--- config.mk ---
export PLATFORM = sky130hd
export DESIGN_NAME = psdm_modmul
export DESIGN_NICKNAME = d
export VERILOG_FILES = /design/src/psdm_pkg.sv /design/src/psdm_modmul.sv
export SDC_FILE = /design/constraint.sdc
export NUM_CORES = 1
export LEC_CHECK = 0
export BUFFER_PORTS_ARGS = -buffer_cell sky130_fd_sc_hd__clkbuf_2
export CORE_MARGIN = 4
export CORE_UTILIZATION = 40
export CTS_BUF_LIST = sky130_fd_sc_hd__clkbuf_2 sky130_fd_sc_hd__clkbuf_4 sky130_fd_sc_hd__clkbuf_8
export DETAILED_ROUTE_END_ITERATION = 8
export PLACE_DENSITY = 0.59
export SLEW_MARGIN = 0
export SYNTH_ARGS = -nofsm -noshare
export SYNTH_HDL_FRONTEND = slang
export SYNTH_SLANG_ARGS = --single-unit
--- constraint.sdc ---
create_clock -name clk -period 24.2 [get_ports clk]
set_clock_uncertainty 0.15 [all_clocks]
set_input_delay 1.21 -clock clk [delete_from_list [all_inputs] [get_ports clk]]
set_output_delay 1.21 -clock clk [all_outputs]
set_load 0.03 [all_outputs]
--- src/psdm_pkg.sv ---
`timescale 1ns / 1ps
// shared types, codes and modular helpers for the power series divider
// no dependencies

package psdm_pkg;

    localparam int WORD_BITS     = 64;
    localparam int LEN_BITS      = 9;
    localparam int CFG_DATA_BITS = 64;

    typedef logic [1:0] op_t;
    typedef logic [1:0] status_t;
    typedef logic       cfg_idx_t;

    localparam op_t OP_LOAD_NUM = 2'd0;
    localparam op_t OP_LOAD_DEN = 2'd1;
    localparam op_t OP_COMPUTE  = 2'd2;
    localparam op_t OP_READ     = 2'd3;

    localparam status_t STATUS_OK       = 2'd0;
    localparam status_t STATUS_DEN_ZERO = 2'd1;
    localparam status_t STATUS_NO_INV   = 2'd2;

    localparam cfg_idx_t REG_MODULUS = 1'b0;
    localparam cfg_idx_t REG_TERMS   = 1'b1;

    // multiplier engine status back to the sequencer
    typedef struct packed {
        logic busy;
        logic done;
    } mm_stat_t;

    // (a + b) mod m for a, b below m
    function automatic logic [WORD_BITS-1:0] add_m(input logic [WORD_BITS-1:0] a,
                                                   input logic [WORD_BITS-1:0] b,
                                                   input logic [WORD_BITS-1:0] m);
        logic [WORD_BITS:0] s;
        s = {1'b0, a} + {1'b0, b};
        if (s >= {1'b0, m})
            s = s - {1'b0, m};
        return s[WORD_BITS-1:0];
    endfunction

    // (a - b) mod m for a, b below m
    function automatic logic [WORD_BITS-1:0] sub_m(input logic [WORD_BITS-1:0] a,
                                                   input logic [WORD_BITS-1:0] b,
                                                   input logic [WORD_BITS-1:0] m);
        logic [WORD_BITS-1:0] d;
        d = a - b;
        if (a < b)
            d = d + m;
        return d;
    endfunction

endpackage

--- src/psdm_modmul.sv ---
`timescale 1ns / 1ps
// bit-serial modular multiplier: result = a * b mod m, one bit of b per cycle
// depends on psdm_pkg

module psdm_modmul #(
    parameter int COEFF_BITS = 64
) (
    input  logic                  clk,
    input  logic                  rst_n,
    input  logic                  go,
    input  logic [COEFF_BITS-1:0] a,
    input  logic [COEFF_BITS-1:0] b,
    input  logic [COEFF_BITS-1:0] m,
    output logic [COEFF_BITS-1:0] result,
    output psdm_pkg::mm_stat_t    stat
);
    import psdm_pkg::*;

    localparam int SW = $clog2(COEFF_BITS);

    logic [COEFF_BITS-1:0] a_reg;
    logic [COEFF_BITS-1:0] b_reg;
    logic [COEFF_BITS-1:0] r_reg;
    logic [SW-1:0]         cnt_reg;
    logic                  busy_reg;
    logic                  done_reg;
    logic [WORD_BITS-1:0]  dbl;
    logic [WORD_BITS-1:0]  addend;
    logic [COEFF_BITS-1:0] r_next;

    // double, then add a when the current bit of b is set
    always_comb
    begin
        dbl    = add_m(WORD_BITS'(r_reg), WORD_BITS'(r_reg), WORD_BITS'(m));
        addend = b_reg[COEFF_BITS-1] ? WORD_BITS'(a_reg) : '0;
        r_next = COEFF_BITS'(add_m(dbl, addend, WORD_BITS'(m)));
    end

    always_ff @(posedge clk or negedge rst_n)
    begin
        if (!rst_n)
        begin
            a_reg    <= '0;
            b_reg    <= '0;
            r_reg    <= '0;
            cnt_reg  <= '0;
            busy_reg <= 1'b0;
            done_reg <= 1'b0;
        end
        else if (go)
        begin
            a_reg    <= a;
            b_reg    <= b;
            r_reg    <= '0;
            cnt_reg  <= '0;
            busy_reg <= 1'b1;
            done_reg <= 1'b0;
        end
        else if (busy_reg)
        begin
            r_reg   <= r_next;
            b_reg   <= {b_reg[COEFF_BITS-2:0], 1'b0};
            cnt_reg <= cnt_reg + SW'(1);
            if (cnt_reg == SW'(COEFF_BITS - 1))
            begin
                busy_reg <= 1'b0;
                done_reg <= 1'b1;
            end
        end
        else
        begin
            done_reg <= 1'b0;
        end
    end

    assign result    = r_reg;
    assign stat.busy = busy_reg;
    assign stat.done = done_reg;

endmodule

Word level (Yosys, flattened, before mapping)
Index checks and enable logic that the tools add are counted.
- reduce and logical (&&, ||, !) cells: 1
- equal/unequal tests: 2
- $mul: 0
- magnitude comparators: 2
- div/mod/pow operators: 0
- bitwise logic cells: 0
- shift operators: 0
- muxes and demuxes: 15
- add/sub/neg operators: 5
- operators by type and width (kind ; count):
    $mux 64 ; 7
    $add 64x64->65 ; 2
    $ge 65x64->1 ; 2
    $sub 64x64->64 ; 2
    $mux 6 ; 2
    $add 6x1->6 const B ; 1
    $eq 6x6->1 const B ; 1
    $mux 1 ; 6
    $ne 3x2->1 const B ; 1
    $reduce_bool 2->1 ; 1
- input port bits: 195
- latch bits: 0
- logic and storage cells: 31
- register bits: 200
- memory bits (writable): 0
- memories: 0
- memory bits (read-only): 0
- output and inout port bits: 66

Depth between registers and ports, before layout
Gate-level depths: netlist of the first run.
- depth after elaboration: 8
- gate-level depth with buffers: 41
- depth with buffers taken out: 37

Worst setup path before layout of the first run
No wires, ideal clock.
- path kind: input port to flip-flop
- start point: input m[1]
- end point: register r_reg[50], in the netlist result[50]
- library setup time: 0.099 ns
- stages: 38
- data arrival time: 9.142 ns
- required time: 23.951 ns
- setup slack: 14.809 ns
- buffers on the path: 4
- cells stage by stage: inv_1 -> ha_1 -> nor2b_1 -> o2111a_1 -> o31ai_1 -> a211oi_1 -> a31oi_1 -> nand2_1 -> o31ai_2 -> o41ai_2 -> a31o_2 -> a21oi_4 -> buf_2 -> mux2_2 -> fa_1 -> a211o_1 -> a21oi_1 -> a21oi_1 -> [... 2 more ...] -> a21o_1 -> a21oi_1 -> xnor2_1 -> ha_1 -> clkbuf_1 -> and4_1 -> nand2_1 -> nor2_1 -> nand2_1 -> nor4_2 -> o2111ai_1 -> a31oi_2 -> a211oi_2 -> o31ai_2 -> buf_4 -> buf_4 -> nand2_1 -> a311oi_1
- word-level cells in the longest chain between the ends: 7
- elaborated cells on any way between the ends: 9
- those cells by class: 3 x add/sub; 2 x order compare; 4 x mux
- RTL lines (item ; RTL line ; text):
    start, declared ; psdm_modmul.sv:13 ; input logic [COEFF_BITS-1:0] m,
    $sub 64x64->64 or $ge 65x64->1 (tied branches) ; psdm_pkg.sv:40, psdm_pkg.sv:39 ;
    $mux 64 ; psdm_pkg.sv:39 ; if (s >= {1'b0, m})
    $add 64x64->65 ; psdm_pkg.sv:38 ; s = {1'b0, a} + {1'b0, b};
    $sub 64x64->64 or $ge 65x64->1 (tied branches) ; psdm_pkg.sv:40, psdm_pkg.sv:39 ;
    $mux 64 (*) ; psdm_pkg.sv:39 ;
    $mux 64 (*) ; psdm_modmul.sv:59 ; else if (busy_reg)
    $mux 64 (*) ; psdm_modmul.sv:50 ; else if (go)
    end signal, assigned ; psdm_modmul.sv:61 ; r_reg <= r_next;
    end, declared ; psdm_modmul.sv:23 ; logic [COEFF_BITS-1:0] r_reg;
Mark *: on every way between the ends. The rest lies on a longest branch, timed or not. The select of a mux whose other input is x is not followed.
A chain may end at the register's enable or synchronous reset.

Final worst setup path of the first run
- start point: input m[1]
- end point: register r_reg[32], in the netlist result[32]
The elaborated chain is that of the path after synthesis.

==> results.py, run 1 <==
metrics = {
    "run_status": {
        "status": "complete, no violations",
    },
    "logic_synthesis": {
        "synth_area_per_cell_um2": 7.990,
        "synth_common_cells": "nand2_1, a21oi_1, dfrtp_1",
        "synth_edf_count": 0,
        "ys_warn_count": 0,
        "synth.distinct_cells": 84,
        "syn_inst": 2658,
        "synth_area_leaders": "dfrtp_1, ha_1, mux2_2",
        "yosys.area.top_type": "dfrtp_1",
        "synth_xor_area_frac": 0.07217,
        "synth_fa_ha_area_frac": 0.1165,
        "synth_top_family_by_area": "compound AO/OA/AOI/OAI gates",
        "yosysTopAreaCellShare": 0.2357,
        "synth.yosys.seq_area_share": 0.2357,
        "ys_ff_latch": 200,
        "synth-simple-area-share": 0.1795,
        "synth-compound-area-share": 0.2452,
        "synth_most_common_cell": "nand2_1",
        "ys.flop_type": "dfrtp_1",
        "yosys-mux-area-fraction": 0.1007,
        "async_flop_share": 1.000,
        "synth_area_mm2": 0.02124,
        "syn-num-nets": 3049,
    },
    "setup_path": {
        "cp_top_family": "compound AO/OA/AOI/OAI gates",
        "crit_slowest_cell": "a21oi_4",
        "critPathLaunchType": "primary input",
        "critPathMaxFanout": 38,
        "path_buf_inv": 5,
        "critPathKind": "primary input to flip-flop",
        "cp.arrival_ns": 13.12,
        "worst_setup_path_end_kind": "flip-flop",
        "max_stage_delay_ns": 0.79,
        "worstPathRequired_ns": 24.57,
    },
    "clocking": {
        "clk_path_buf_depth": 2,
        "tritoncts": "built",
        "root_buffer": "clkbuf_8",
        "cts.sinks": 200,
        "clk_latency_ns": 0.61,
        "ctsResizeCount": 0,
        "clk_pin_slew_ns": 0.12,
        "cts_inserted_buffers": 17,
        "ctsHoldBuffers": 0,
        "postCtsSetupBuffers": 0,
        "cts_max_level": 4,
    },
    "floorplanning": {
        "die_w_um": 238.4,
        "core_mm2": 0.05255,
        "pin_count": 261,
        "row_count": 84,
        "die_y_um": 238.4,
        "fp.dieArea_mm2": 0.05684,
        "initial_core_util": 0.4041,
    },
    "route": {
        "vias": 20570,
        "wirelength_mm": 73.33,
        "drc_errors": 0,
        "drt-pass1-iter-count": 5,
        "antenna_left": 0,
        "wl_per_cell_um": 20.91,
        "drt-initial-drc-count": 1573,
        "via_per_inst": 5.865,
    },
    "sta": {
        "setup-violations-final": 0,
        "slew_violations": 0,
        "rsz0062_at_grt": "false",
        "hold_viol": 0,
        "slew-limit-headroom": 0.2105,
        "worst_slew_pin_slew_ns": 1.166,
        "fin_tns_setup_ns": 0,
        "fin_crit_ns": 12.75,
        "fmax_mhz": 78.45,
        "finalCritPeriodShare": 0.5268,
        "whs_ns": 0.3619,
    },
    "power": {
        "internal-power_mw": 1.547,
        "combPwrFrac": 0.797,
        "clockPowerShare": 0.068,
        "peakVddDrop_mv": 0.06964,
        "leakage_nw": 11.75,
        "power.density_mw_per_mm2": 148.8,
        "p_sw_mw": 1.929,
        "switching_share": 0.5549,
        "seqPwrFrac": 0.136,
    },
    "global_route": {
        "grt_antenna_before_repair": 6,
        "grt_pass1_wl_mm": 113.2,
        "grt_max_degree": 159,
        "grt_usage": 0.2518,
        "grt_pass1_vias": 20070,
        "overflow": 0,
    },
    "placed_design": {
        "dp_hpwl_mm": 59.38,
        "port_buffers": 260,
        "place_congestion": 0.9585,
    },
    "run": {
        "maxCapViolCount": 0,
    },
    "final_layout": {
        "syn_to_final_growth_pct": 9.963,
        "fin_nets": 3197,
        "drive_gt1_frac": 0.1582,
        "antenna_cells": 0,
    },
    "min_path": {
        "hold_class": "flip-flop to flip-flop",
    },
}
-- cells in the final DEF, fill, tap and decap left out, types with 37 or more instances in the layout --
master and instances:
nand2_1 299, clkbuf_2 258, a21oi_1 231, dfrtp_1 199, ha_1 193, nor2_1 192
o21ai_0 168, inv_1 126, mux2_2 111, xnor2_1 109, a21o_1 107, and2_1 72
mux2i_1 72, xor2_1 66, nand4_1 53, nand3_1 53, a211oi_1 43, a311oi_1 43
nor3_1 38, o21bai_1 37
-- power groups by stage --
stage	logic, mW	registers, mW	clock network (mW)
finish	2.77	0.471	0.236
global route	3.04	0.477	0.257
detailed placement	2.72	0.479	0
floorplan	2.03	0.511	0
global placement	2.72	0.477	0
CTS	2.73	0.472	0.245
-- kinds of logic after synthesis --
logic type / count (synthesis)
compound gates: 803
fa+ha+maj: 196
simple gates: 815
mux: 198
flops: 200
xor+xnor: 175
buf+inv: 271
-- worst paths after layout --
check / to / from / slack (ns) / depth (start not counted)
max in group asynchronous: busy_reg / rst_n / 21.86 / 2
min in group asynchronous: a_reg[25] / rst_n / 0.43 / 1
max reg2reg: result[32] / result[0] / 11.76 / 34
min reg2reg: a_reg[39] / a_reg[39] / 0.36 / 1
min: a_reg[39] / a_reg[39] / 0.36 / 1
max: result[32] / m[1] / 11.45 / 36
-- routing by layer --
layer	global-route usage	part of all wire	vias to the layer above	wire (um)
li1	-	-	9914	-
met1	0.3236	0.43	9828	31590
met2	0.4137	0.47	696	34260
met3	0.05513	0.064	125	4694
met4	0.09938	0.038	6	2753
met5	0	0.00041	-	30
-- stage by stage --
step                      area, um^2  utilization  power, mW  instances  setup slack (ns)
final                          23350       0.4444      3.476       3507             11.45
after global routing           23350       0.4444      3.777       3507             10.92
after CTS                      23350       0.4444      3.452       3507             11.68
after detailed placement       22940       0.4366      3.199       3475             11.00
after global placement         22940       0.4366      3.192       3475             11.14
after floorplan                21240            -      2.541       2658             14.81
-- final cells by class --
class                   instances  area (um^2)
well taps                     688        860.8
fillers                      5388        29200
clock inverters                15        175.2
flip-flops and latches        200         5009
inverters                     126        473.0
multi-input cells            2187        15180
clock buffers                  17        234.0
repair buffers                274         1424
Power figures use the tool's default switching activity.
==> inputs of run 2 (changes only) <==
--- a/config.mk
+++ b/config.mk
@@ -10,7 +10,7 @@
 export CORE_UTILIZATION = 40
 export CTS_BUF_LIST = sky130_fd_sc_hd__clkbuf_2 sky130_fd_sc_hd__clkbuf_4 sky130_fd_sc_hd__clkbuf_8
 export DETAILED_ROUTE_END_ITERATION = 8
-export PLACE_DENSITY = 0.59
+export PLACE_DENSITY = 0.61
 export SLEW_MARGIN = 0
 export SYNTH_ARGS = -nofsm -noshare
 export SYNTH_HDL_FRONTEND = slang
==> constraint.sdc (replaced) <==
create_clock -name clk -period 11.35 [get_ports clk]
set_clock_uncertainty 0.15 [all_clocks]
set_input_delay 0.5675 -clock clk [delete_from_list [all_inputs] [get_ports clk]]
set_output_delay 0.5675 -clock clk [all_outputs]
set_load 0.03 [all_outputs]
==> results.py, run 2 (synthesis gave the netlist of run 1 again) <==
metrics = {
    "sta": {
        "fin_tns_setup_ns": 0,
        "fin_crit_ns": 10.57,
        "fmax_mhz": 94.60,
        "finalCritPeriodShare": 0.9314,
        "slew_violations": 0,
        "worst_slew_pin_slew_ns": 0.9961,
        "whs_ns": 0.04766,
        "setup_ws_ns": 0.7790,
        "slew-limit-headroom": 0.3359,
        "rsz0062_at_grt": "false",
        "setup-violations-final": 0,
        "hold_viol": 0,
    },
    "power": {
        "internal-power_mw": 3.577,
        "peakVddDrop_mv": 0.1556,
        "switching_share": 0.5455,
        "leakage_nw": 12.58,
        "combPwrFrac": 0.802,
        "power.density_mw_per_mm2": 313.0,
        "seqPwrFrac": 0.127,
        "clockPowerShare": 0.071,
        "power.total_mw": 7.869,
        "p_sw_mw": 4.293,
    },
    "floorplanning": {
        "core_mm2": 0.05255,
        "die_y_um": 238.4,
        "die_w_um": 238.4,
        "fp.dieArea_mm2": 0.05684,
        "initial_core_util": 0.4041,
        "pin_count": 261,
        "row_count": 84,
    },
    "clocking": {
        "cts_inserted_buffers": 17,
        "clk_pin_slew_ns": 0.14,
        "cts_max_level": 4,
        "clk_path_buf_depth": 2,
        "tritoncts": "built",
        "root_buffer": "clkbuf_8",
        "clk_latency_ns": 0.62,
        "cts.sinks": 200,
    },
    "setup_path": {
        "critPathLaunchType": "flip-flop",
        "r2r.worst_path.cells": 38,
        "cp.arrival_ns": 10.94,
        "worst_setup_path_end_kind": "flip-flop",
        "max_stage_delay_ns": 0.66,
        "worstPathRequired_ns": 11.72,
        "r2r_end": "result[3]",
        "path_buf_inv": 5,
        "cp_top_family": "compound AO/OA/AOI/OAI gates",
        "critPathMaxFanout": 33,
        "rr_startpoint": "result[0]",
        "worstSetupPathDepth": 38,
        "crit_slowest_cell": "a2111oi_0",
        "critPathKind": "flip-flop to flip-flop",
        "rrSetupSlack_ns": 0.78,
    },
    "final_layout": {
        "n_fill_cell": 5253,
        "layout.cells.non_filler": 3687,
        "final_cell_mix": "nand2_1, clkbuf_2, a21oi_1",
        "drive_gt1_frac": 0.1672,
        "fin_nets": 3375,
        "final_common_cell": "nand2_1",
        "syn_to_final_growth_pct": 18.38,
        "final_core_util": 0.4784,
        "final_area_mm2": 0.02514,
    },
    "global_route": {
        "grt_max_degree": 108,
        "overflow": 0,
        "grt_pass1_vias": 20980,
        "grt_usage": 0.2619,
        "grt_antenna_before_repair": 3,
        "grt_pass1_wl_mm": 118.2,
    },
    "route": {
        "drt-pass1-iter-count": 6,
        "wirelength_mm": 76.55,
        "wl_per_cell_um": 20.76,
        "via_per_inst": 5.779,
        "drc_errors": 0,
        "vias": 21310,
        "drt-initial-drc-count": 1594,
        "antenna_left": 0,
    },
    "placed_design": {
        "dp_slack_ns": 0.2498,
        "port_buffers": 260,
        "dp.cells": 3527,
        "place_congestion": 1.026,
        "placedInstanceArea_mm2": 0.02340,
        "dp_hpwl_mm": 60.44,
    },
    "min_path": {
        "hold_start": "a[29]",
        "whs_endpoint": "a_reg[29]",
        "hold_depth": 2,
        "hold_class": "primary input to flip-flop",
    },
    "run": {
        "maxCapViolCount": 0,
    },
    "run_status": {
        "status": "complete, no violations",
    },
}
-- run 2: cell count changes in the layout (fill, tap and decap cells not counted), sizes merged --
cell / delta
buf: +54
clkinv: -2
diode: +2
dlygate4sd3: +124
inv: +2
-- run 2: layout make-up --
type / instances / area [um^2] / share of cell area
clock inverters: 15 / 242.7 / 0.009656
repair buffers: 452 / 3133 / 0.1246
well taps: 688 / 860.8 / 0.03424
flip-flops and latches: 200 / 5009 / 0.1992
clock buffers: 17 / 234.0 / 0.009307
inverters: 126 / 473.0 / 0.01881
diodes: 2 / 5.005 / 0.0001991
multi-input cells: 2187 / 15180 / 0.6039
-- run 2: layer usage --
| layer | vias to the layer above | part of all wire | routed length, um | GRT usage |
|---|---|---|---|---|
| met3 | 167 | 0.061 | 4664 | 0.04762 |
| met1 | 10150 | 0.42 | 32390 | 0.3302 |
| met5 | - | 0.00033 | 25 | 0 |
| li1 | 10260 | - | - | - |
| met2 | 729 | 0.47 | 35980 | 0.4400 |
| met4 | 4 | 0.046 | 3498 | 0.1140 |
-- run 2: power by group through the flow --
stage / clock network (mW) / logic, mW / registers (mW)
floorplan: 0 / 4.33 / 1.09
global placement: 0 / 6.10 / 1.01
detailed placement: 0 / 6.14 / 1.02
CTS: 0.579 / 6.21 / 1.00
global route: 0.598 / 6.88 / 1.01
finish: 0.558 / 6.31 / 1.00
-- run 2: how the worst max path moves through the flow --
stage               startpoint    endpoint  slack, ns
floorplan                 m[1]  result[50]       2.60
detailed placement        m[1]  result[23]       0.25
global placement          m[1]  result[31]       0.51
global route         result[7]   result[3]       0.08
finish               result[0]   result[3]       0.78
CTS                  result[0]  result[23]       0.50
-- run 2: timing repair --
action,in CTS,in global routing
gates resized for setup,0,1
setup buffers,0,2
hold buffers,124,0
endpoints found under the setup margin,0,51
hold endpoints to repair,211,0
==> inputs of run 3 (changes only) <==
==> constraint.sdc (replaced) <==
create_clock -name clk -period 11.35 [get_ports clk]
set_clock_uncertainty 0.15 [all_clocks]
set_input_delay 1.7025 -clock clk [delete_from_list [all_inputs] [get_ports clk]]
set_output_delay 1.7025 -clock clk [all_outputs]
set_load 0.03 [all_outputs]
==> results.py, run 3 (synthesis gave the netlist of run 1 again) <==
metrics = {
    "placed_design": {
        "dp_hpwl_mm": 62.95,
        "place_congestion": 0.9739,
        "port_buffers": 260,
        "dp_slack_ns": -0.6462,
    },
    "setup_path": {
        "worstPathRequired_ns": 11.72,
        "critPathMaxFanout": 23,
        "r2r_end": "result[40]",
        "cp_top_family": "compound AO/OA/AOI/OAI gates",
        "worst_setup_path_end_kind": "flip-flop",
        "worstSetupPathDepth": 43,
        "cp.arrival_ns": 11.23,
        "r2r.worst_path.cells": 41,
        "rr_startpoint": "result[0]",
        "rrSetupSlack_ns": 1.25,
        "critPathKind": "primary input to flip-flop",
        "crit_end": "result[40]",
        "max_stage_delay_ns": 0.53,
        "critPathLaunchType": "primary input",
        "crit_slowest_cell": "xnor2_1",
        "path_buf_inv": 9,
        "critical_path.startpoint": "m[1]",
        "critPathMostFrequentCell": "buf_4",
    },
    "final_layout": {
        "n_fill_cell": 5223,
        "antenna_cells": 0,
        "fin_nets": 3531,
        "regArea_mm2": 0.005009,
        "final_cell_mix": "buf_4, nand2_1, clkbuf_2",
        "final_common_cell": "buf_4",
        "drive_gt1_frac": 0.2483,
        "final_core_util": 0.4942,
        "syn_to_final_growth_pct": 22.30,
        "multi_input_area_mm2": 0.01521,
    },
    "power": {
        "internal-power_mw": 4.264,
        "seqPwrFrac": 0.116,
        "combPwrFrac": 0.824,
        "peakVddDrop_mv": 0.1536,
        "switching_share": 0.5099,
        "leakage_nw": 13.40,
        "p_sw_mw": 4.435,
        "clockPowerShare": 0.060,
        "power.density_mw_per_mm2": 334.9,
    },
    "route": {
        "wirelength_mm": 76.83,
        "drt-pass1-iter-count": 6,
        "via_per_inst": 5.681,
        "drc_errors": 0,
        "wl_per_cell_um": 20.00,
        "vias": 21820,
        "antenna_left": 0,
        "drt-initial-drc-count": 1786,
    },
    "global_route": {
        "overflow": 0,
        "grt_usage": 0.2635,
        "grt_antenna_before_repair": 2,
        "gr-usage-met1": 0.3377,
        "grtUsageMet2": 0.4214,
        "grt_pass1_wl_mm": 118.6,
        "grt.busiest_layer": "met2",
        "grt_pass1_vias": 21550,
        "grt_util_met3": 0.06241,
        "grt_max_degree": 117,
    },
    "sta": {
        "rsz0062_at_grt": "false",
        "fmax_mhz": 92.08,
        "finalCritPeriodShare": 0.9569,
        "worst_slew_pin_slew_ns": 1.148,
        "hold_viol": 0,
        "fin_crit_ns": 10.86,
        "setup_ws_ns": 0.4895,
        "slew_violations": 0,
        "setup-violations-final": 0,
        "slew-limit-headroom": 0.2337,
    },
    "clocking": {
        "cts_max_level": 4,
        "cts_inserted_buffers": 17,
        "root_buffer": "clkbuf_8",
        "ctsHoldBuffers": 0,
        "clk_latency_ns": 0.61,
        "clk_pin_slew_ns": 0.13,
        "tritoncts": "built",
        "cts.sinks": 200,
        "clk_path_buf_depth": 2,
    },
    "run": {
        "maxCapViolCount": 0,
    },
    "run_status": {
        "status": "complete, no violations",
    },
    "floorplanning": {
        "die_w_um": 238.4,
        "row_count": 84,
        "pin_count": 261,
        "core_mm2": 0.05255,
        "die_y_um": 238.4,
        "fp.dieArea_mm2": 0.05684,
        "initial_core_util": 0.4041,
    },
    "min_path": {
        "hold_class": "flip-flop to flip-flop",
        "hold_depth": 1,
    },
}
-- run 3: changes by cell type in the layout (fill, tap and decap cells not counted), sizes merged --
cell	previous run	this run
buf	68	348
clkinv	6	7
diode	2	0
dlygate4sd3	124	0
inv	135	134
-- run 3: power by group through the flow --
stage / combinational [mW] / clock, mW / sequential, mW
after floorplan: 4.33 / 0 / 1.09
after global placement: 6.99 / 0 / 1.02
after detailed placement: 7.04 / 0 / 1.03
after CTS: 7.08 / 0.537 / 1.01
after global routing: 7.82 / 0.562 / 1.02
final: 7.17 / 0.518 / 1.01
-- run 3: per-stage QoR --
step / total power, mW / hold WS [ns] / TNS (ns) / instances / cell area, um^2
floorplan: 5.417 / 0.3228 / 0 / 2658 / 21240
global placement: 8.014 / 0.3354 / -31.73 / 3808 / 25510
detailed placement: 8.064 / 0.3387 / -33.14 / 3808 / 25510
CTS: 8.631 / 0.3655 / 0 / 3840 / 25940
global route: 9.409 / 0.3751 / 0 / 3841 / 25970
finish: 8.699 / 0.3619 / 0 / 3841 / 25970
-- run 3: area by class of cell --
cell class                      count  share of cell area
Clock buffer                       17            0.009009
Sequential cell                   200              0.1928
Tap cell                          688             0.03314
Clock inverter                     15            0.007419
Multi-Input combinational cell   2187              0.5856
Timing Repair Buffer              608              0.1538
Inverter                          126             0.01821
-- run 3: metal layers --
layer / routed length [um] / share of wire
met4: 3934 / 0.051
met1: 32850 / 0.43
met2: 34390 / 0.45
met3: 5637 / 0.073
met5: 27 / 0.00035
-- run 3: worst min path at each step --
| stage | from | to | slack, ns |
|---|---|---|---|
| 3_5_place_dp | a_reg[29] | a_reg[29] | 0.34 |
| 6_report | a_reg[58] | a_reg[58] | 0.36 |
| 3_3_place_gp | a_reg[12] | a_reg[12] | 0.34 |
| 2_1_floorplan | a_reg[52] | a_reg[52] | 0.32 |
| 4_1_cts | a_reg[53] | a_reg[53] | 0.37 |
| 5_1_grt | a_reg[16] | a_reg[16] | 0.38 |
-- run 3: what timing repair did --
action / CTS / global route
pin swaps: 0 / 2
setup buffers: 0 / 1
endpoints found under the setup margin: 1 / 64
resized for setup: 1 / 5
hold endpoints to repair: 0 / 0
